File: src/rtl/rgb_to_hsi_pixel_assert.svh
// Assertion macros for the RGB to HSI pixel converter.
// Used by the top level; expects clk and rst_n in scope.
`ifndef RGB_TO_HSI_PIXEL_ASSERT_SVH
`define RGB_TO_HSI_PIXEL_ASSERT_SVH

// Same-cycle implication
`define RGBHSI_ASSERT_NOW(lbl, ante, cons, msg) \
    lbl: assert property (@(posedge clk) disable iff (!rst_n) (ante) |-> (cons)) else $error(msg);

// Next-cycle implication
`define RGBHSI_ASSERT_NEXT(lbl, ante, cons, msg) \
    lbl: assert property (@(posedge clk) disable iff (!rst_n) (ante) |=> (cons)) else $error(msg);

`endif

File: src/rtl/rgbhsi_pkg.sv
// Shared types and constants for the RGB to HSI pixel pipeline.
// No dependencies.
`timescale 1ns / 1ps
`default_nettype none
package rgbhsi_pkg;

    localparam int ANG_FRAC     = 20;
    localparam int CORDIC_STEPS = 24;
    localparam int DIV_BITS     = 17;
    localparam int VEC_W        = 30;
    localparam int SQRT3_Q16    = 113512;
    localparam int INV6_Q18     = 43691;

    localparam logic signed [VEC_W-1:0] ATAN_TAB [CORDIC_STEPS] = '{
        30'sd47185920, 30'sd27855475, 30'sd14718068, 30'sd7471121,
        30'sd3750058,  30'sd1876857,  30'sd938658,   30'sd469357,
        30'sd234682,   30'sd117342,   30'sd58671,    30'sd29335,
        30'sd14668,    30'sd7334,     30'sd3667,     30'sd1833,
        30'sd917,      30'sd458,      30'sd229,      30'sd115,
        30'sd57,       30'sd29,       30'sd14,       30'sd7
    };

    // Data carried by every pipeline stage
    typedef struct packed {
        logic signed [VEC_W-1:0] x;
        logic signed [VEC_W-1:0] y;
        logic signed [VEC_W-1:0] ang;
        logic [26:0]             num;
        logic [10:0]             den;
        logic [10:0]             rem;
        logic [DIV_BITS-1:0]     quo;
        logic                    blue_gt;
        logic                    gray;
        logic                    sum_zero;
        logic [9:0]              inten;
    } pipe_t;

endpackage
`default_nettype wire

File: src/rtl/rgbhsi_cordic_stage.sv
// One pipeline stage: one vectoring CORDIC rotation plus, in the first DIV_BITS
// stages, one restoring division step for saturation. Depends on rgbhsi_pkg.
`timescale 1ns / 1ps
`default_nettype none
module rgbhsi_cordic_stage #(
    parameter int STEP = 0
) (
    input  wire logic             clk,
    input  wire logic             rst_n,
    input  wire logic             en,
    input  wire logic             valid_prev,
    input  rgbhsi_pkg::pipe_t     d_prev,
    output logic                  valid_cur,
    output rgbhsi_pkg::pipe_t     d_cur
);
    import rgbhsi_pkg::*;

    pipe_t d_next;
    pipe_t d_reg;
    logic  valid_reg;
    logic signed [VEC_W-1:0] xs;
    logic signed [VEC_W-1:0] ys;

    // CORDIC rotation toward the x axis
    always_comb
    begin
        d_next = d_prev;
        xs = d_prev.x >>> STEP;
        ys = d_prev.y >>> STEP;
        if (!d_prev.y[VEC_W-1])
        begin
            d_next.x   = d_prev.x + ys;
            d_next.y   = d_prev.y - xs;
            d_next.ang = d_prev.ang + ATAN_TAB[STEP];
        end
        else
        begin
            d_next.x   = d_prev.x - ys;
            d_next.y   = d_prev.y + xs;
            d_next.ang = d_prev.ang - ATAN_TAB[STEP];
        end
    end

    // One quotient bit per stage in the first DIV_BITS stages, MSB first
    pipe_t d_div;
    generate
        if (STEP < DIV_BITS)
        begin : g_div
            localparam int K = DIV_BITS - 1 - STEP;
            logic [11:0] trial;
            always_comb
            begin
                d_div = d_next;
                trial = {d_prev.rem, d_prev.num[K]};
                if (trial >= {1'b0, d_prev.den})
                begin
                    d_div.rem    = 11'(trial - {1'b0, d_prev.den});
                    d_div.quo[K] = 1'b1;
                end
                else
                begin
                    d_div.rem = trial[10:0];
                end
            end
        end
        else
        begin : g_nodiv
            always_comb
            begin
                d_div = d_next;
            end
        end
    endgenerate

    // Stage register
    always_ff @(posedge clk or negedge rst_n)
    begin
        if (!rst_n)
            valid_reg <= 1'b0;
        else if (en)
            valid_reg <= valid_prev;
    end

    always_ff @(posedge clk)
    begin
        if (en)
            d_reg <= d_div;
    end

    assign valid_cur = valid_reg;
    assign d_cur     = d_reg;

endmodule
`default_nettype wire

File: config.mk
export PLATFORM = sky130hd
export DESIGN_NAME = rgbhsi_cordic_stage
export DESIGN_NICKNAME = d
export VERILOG_FILES = /design/src/rtl/rgb_to_hsi_pixel_assert.svh /design/src/rtl/rgbhsi_pkg.sv /design/src/rtl/rgbhsi_cordic_stage.sv
export SDC_FILE = /design/constraint.sdc
export NUM_CORES = 1
export LEC_CHECK = 0
export BUFFER_PORTS_ARGS = -buffer_cell sky130_fd_sc_hd__buf_2
export CORE_MARGIN = 3
export CORE_UTILIZATION = 39
export DETAILED_ROUTE_END_ITERATION = 8
export SKIP_LAST_GASP = 1
export SYNTH_ARGS = -nofsm -noshare
export SYNTH_HDL_FRONTEND = slang
export SYNTH_SLANG_ARGS = --single-unit
File: constraint.sdc
create_clock -name clk -period 0.95 [get_ports clk]
set_input_delay 0.095 -clock clk [delete_from_list [all_inputs] [get_ports clk]]
set_output_delay 0.095 -clock clk [all_outputs]
set_load 0.01 [all_outputs]
======== Word level (Yosys, flattened, before mapping) ========
Cells that the tools add are included.
operators by class
  add/subtract/negate cells ............... 6
  magnitude comparators ................... 1
  muxes and demuxes ....................... 2
operators by type and width
  cell                                                  number
  2-to-1 mux 90 bit                                     1
  subtractor 30 bit                                     2
  adder 30 x 27 -> 30 bit (second input constant)       1
  adder 30 bit                                          1
  subtractor 30 x 27 -> 30 bit (second input constant)  1
  greater-or-equal comparator 12 x 11 -> 1 bit          1
  2-to-1 mux 11 bit                                     1
  subtractor 11 bit                                     1
word-level totals
  register bits after elaboration ......... 170
  input port bits ......................... 173
  output and inout port bits .............. 170
  logic and storage cells ................. 22

======== Logic depth before layout (Yosys ltp) ========
  depth after elaboration ................. 2
  gate-level depth with buffers ........... 13

======== Least setup slack after synthesis ========
Ideal clock, no wire load.
  path kind ............................... input port to flip-flop
  start ................................... in d_prev[109] (netlist bit)
  end ..................................... reg d_reg, in the netlist d_cur[167] (data pin)
  library setup time ...................... 260 ps
  data arrival time ....................... 2757 ps
  data required time ...................... 690 ps
  setup slack ............................. -2067 ps
  cell stages on the path ................. 12
  path through ............................ ha_1 -> fa_1 -> nand2b_1 -> a221oi_1 -> or4_4 -> a211o_1 -> a21o_1 -> a31o_1 -> a2111oi_4 -> nor3_2 -> and4b_1 -> nor3_1
RTL lines
  item                  RTL line                   RTL
  start, declared       rgbhsi_cordic_stage.sv:12  input rgbhsi_pkg::pipe_t d_prev,
  end signal, assigned  rgbhsi_cordic_stage.sv:87  d_reg <= d_div;
  end, declared         rgbhsi_cordic_stage.sv:19  pipe_t d_reg;

==> results.json <==
{
  "status": "finished with violations",
  "failed_checks": "setup timing",
  "synth_async_sr_flop_share": 0.00592,
  "floorplan.initialDensity": 0.401,
  "detail_route.iter0.violations": 797,
  "synth_flop_cell": "edfxtp_1",
  "cts_made_buffers": 17,
  "holdCritStartpoint": "d_prev[31]",
  "number_of_antenna_violations_at_the_first_check_in_global_routing": 7,
  "met2_wirelength_um": 21100,
  "route.detailed.drc": 0,
  "synth_cell_area_um2": 10900,
  "avgSynthCellArea_um2": 10.7,
  "synthSimpleGateAreaFrac": 0.0826,
  "p_int_mw": 17.5,
  "io_pins": 343,
  "clock_latency_ns": 0.44,
  "timing_limited_maximum_frequency_ghz": 0.373,
  "drtPass1Iterations": 5,
  "synth_compound_gate_area_share": 0.176,
  "setup-violations-final": 244,
  "yosysSeqAreaShare": 0.464,
  "route.layer.met1.wl_um": 16100,
  "layout-drive-gt1-share": 0.473,
  "switching_power_mw": 8.62,
  "synthesis.instances": 1019,
  "cts.path.max_buffers": 2,
  "post_drt_wl_per_cell_um": 18.6,
  "cts.reportedPaths.clkPinSlew_ns": 0.09,
  "critical_path.max_stage_delay_ns": 0.44,
  "number_of_global_route_vias_before_repair": 11200,
  "grt.total_usage": 0.259,
  "post-synth-top-count-cell": "edfxtp_1",
  "timing.final.max_slew_violations": 0,
  "finalCriticalPeriod_ns": 2.68,
  "fin_setup_tns_ns": -96.41,
  "worst_path_arrival_ns": 2.86,
  "sequentialPowerShare": 0.370,
  "num-nets-final": 2093,
  "finalWeightedCongestion": 0.927,
  "number_of_hold_slack_violations_in_the_final_timing_report": 0,
  "routed_via_density": 4.98,
  "dominant_combinational_cell_family_by_area_after_synthesis": "compound AO/OA/AOI/OAI gates",
  "finish.instance_area_um2": 18300,
  "power.ir.vdd_worst_uv": 1070,
  "timing_worst_slew_pin_value_ns": 0.467,
  "cp-start-kind": "primary input",
  "dr_total_vias": 10900,
  "combinational_group_share_of_total_power": 0.348,
  "synth_top_cells_by_area": "edfxtp_1 (46%), ha_1 (13%), a21oi_1 (5.2%)",
  "final-seq-area_um2": 5070,
  "ys_seq_elements": 169,
  "post-place-cells": 2021,
  "wl_met3_um": 2240,
  "skew_ns": 0,
  "timing.rr.start": "valid_cur",
  "worstPathCellList": "buf_8 -> ha_4 -> fa_2 -> nand2b_1 -> a221oi_2 -> or4_4 -> a211o_1 -> a21o_1 -> a31o_4 -> a2111oi_4 -> nor3_2 -> and4b_1 -> nor3_1",
  "power.density_cell_area_nw_per_um2": 1430,
  "dieHeight_um": 173,
  "yosys.area_share.xor_xnor": 0.0569,
  "max_slew_headroom": 0.686,
  "rsz_0062_raised_after_global_routing": "true",
  "detail-route-antenna-nets": 0,
  "synth_largest_area_cell": "edfxtp_1",
  "nature_of_the_critical_path_endpoint": "flop",
  "grt_start_max_net_pins": 74,
  "tritoncts": "done",
  "placed_cell_area_um2": 15800,
  "std_cell_rows": 60,
  "number_of_fill_cells": 2134,
  "drt_wl_total_um": 40800,
  "timing.max_cap.violations": 0,
  "synthMuxAreaShare": 0.0277,
  "die_w_um": 173,
  "required_ns": 1.13,
  "number_of_enable_type_register_cells_in_the_synthesized_netlist": 168,
  "timing.critical_path.slowest_stage_cell": "or4_4",
  "grt-ovfl-total": 0,
  "synth_largest_type_area_fraction": 0.461,
  "cts.root.buffer_cell": "clkbuf_16",
  "topRoutingLayerUsed": "met5",
  "crit_start": "d_prev[109]",
  "synth.net_count": 1312,
  "final_cells": 2190,
  "syn_to_final_growth_pct": 67.4,
  "timing.critical_path.fanout_max": 3,
  "ys_warn_count": 0,
  "min-delay-path-class": "in2reg",
  "grt_pass1_wl_um": 61600,
  "total_power_mw": 26.2,
  "synthAdderAreaFrac": 0.141,
  "ctsHtreeMaxLevel": 4,
  "post-dp-hpwl_um": 30300,
  "clock_power_share": 0.282,
  "post_synth_most_frequent_cells": "edfxtp_1 (168), ha_1 (115), a21oi_1 (113)",
  "clkSinkCount": 169,
  "ys_types": 67,
  "timing_worst_setup_path_type": "in2reg",
  "min_period_over_period": 2.82,
  "timing.final.ws_setup_ns": -1.73,
  "area_of_combinational_cells_with_multiple_inputs_um2": 6010,
  "port_buffers": 342,
  "die_area_um2": 30100,
  "core_area_um2": 27300,
  "netSwitchingFraction": 0.330,
  "leakagePower_nw": 8.51
}
-- worst max-delay path: cells and delay by family --
| family | cells | cell delay, ns |
|---|---|---|
| adders and majority gates | 2 | 0.49 |
| buffers and inverters | 1 | 0.10 |
| AOI/OAI and AO/OA | 5 | 1.22 |
| and+or+nand+nor | 5 | 0.94 |
-- power groups by stage --
stage          clock, mW  combinational [mW]  sequential [mW]
2_1_floorplan          0                3.30             10.2
3_3_place_gp           0                7.77             9.79
3_5_place_dp           0                7.88             9.81
4_1_cts             7.44                8.76             9.65
5_1_grt             7.78                9.78             9.74
6_report            7.37                9.10             9.68
-- layout by cell type, fill, tap and decap left out, types with 10 or more instances in the layout --
master	n
a21oi_2	14
ha_1	99
buf_6	28
nor2b_1	10
nand2b_1	10
o31ai_1	10
o21ai_0	28
buf_2	323
o21ai_2	11
clkbuf_16	17
o21bai_1	25
o21ai_1	13
buf_4	336
xnor2_1	55
edfxtp_1	168
inv_1	100
a21oi_1	94
nor3_1	20
mux2i_1	17
a21o_1	23
xor2_1	11
nor2_1	61
ha_4	15
nand2_1	31
dlygate4sd3_1	100
-- logic make-up (layout without fill, tap and decap cells) --
family | count (synthesis) | after routing
AO/OA/AOI/OAI | 297 | 297
XOR/XNOR | 71 | 71
adder cells (fa/ha/maj) | 120 | 120
buffers and inverters | 148 | 941
flip-flops | 169 | 169
multiplexers | 29 | 29
other | 0 | 5
AND/OR/NAND/NOR | 185 | 186
-- routing by layer --
layer  track usage  vias to the layer above
met2         0.475                      413
met3        0.0383                       67
met4        0.0986                        4
met1         0.306                     5185
li1              -                     5243
met5             0                        -
-- timing repair --
item,in CTS,in global routing
pin swaps,55,36
hold buffers,99,1
cloned,1,0
setup buffers,26,10
hold endpoints to repair,100,1
endpoints found under the setup margin,245,245
gates resized for setup,94,48
-- state kept, by name, indices dropped and copies added (netlist names) --
register	count
d_cur	168
valid_cur	1
-- per-stage QoR --
| step | hold slack [ns] | setup slack (ns) | utilization |
|---|---|---|---|
| global route | 0.0167 | -1.75 | 0.672 |
| finish | 0.0225 | -1.73 | 0.672 |
| global placement | -0.129 | -2.19 | 0.579 |
| CTS | 0.00203 | -1.69 | 0.661 |
| detailed placement | -0.127 | -2.21 | 0.579 |
| floorplan | -0.201 | -1.88 | - |
-- area by class of cell --
type                            instances  area share
Inverter                              111      0.0254
Clock buffer                           17      0.0232
Clock inverter                         15      0.0103
Tap cell                              372      0.0254
Multi-Input combinational cell        703       0.329
Sequential cell                       169       0.277
Antenna cell                            5    0.000684
Timing Repair Buffer                  798       0.309
-- worst paths after layout --
path                                    to  slack, ns  depth (start not counted)
max in group asynchronous        valid_cur       0.26                          3
worst max register to register   valid_cur       0.09                          2
min in group asynchronous        valid_cur       0.56                          3
worst max-delay path            d_cur[167]      -1.73                         13
worst min-delay path             d_cur[32]       0.02                          2
worst min register to register   valid_cur       0.61                          2
No activity file was read; power rests on OpenSTA's default activity.
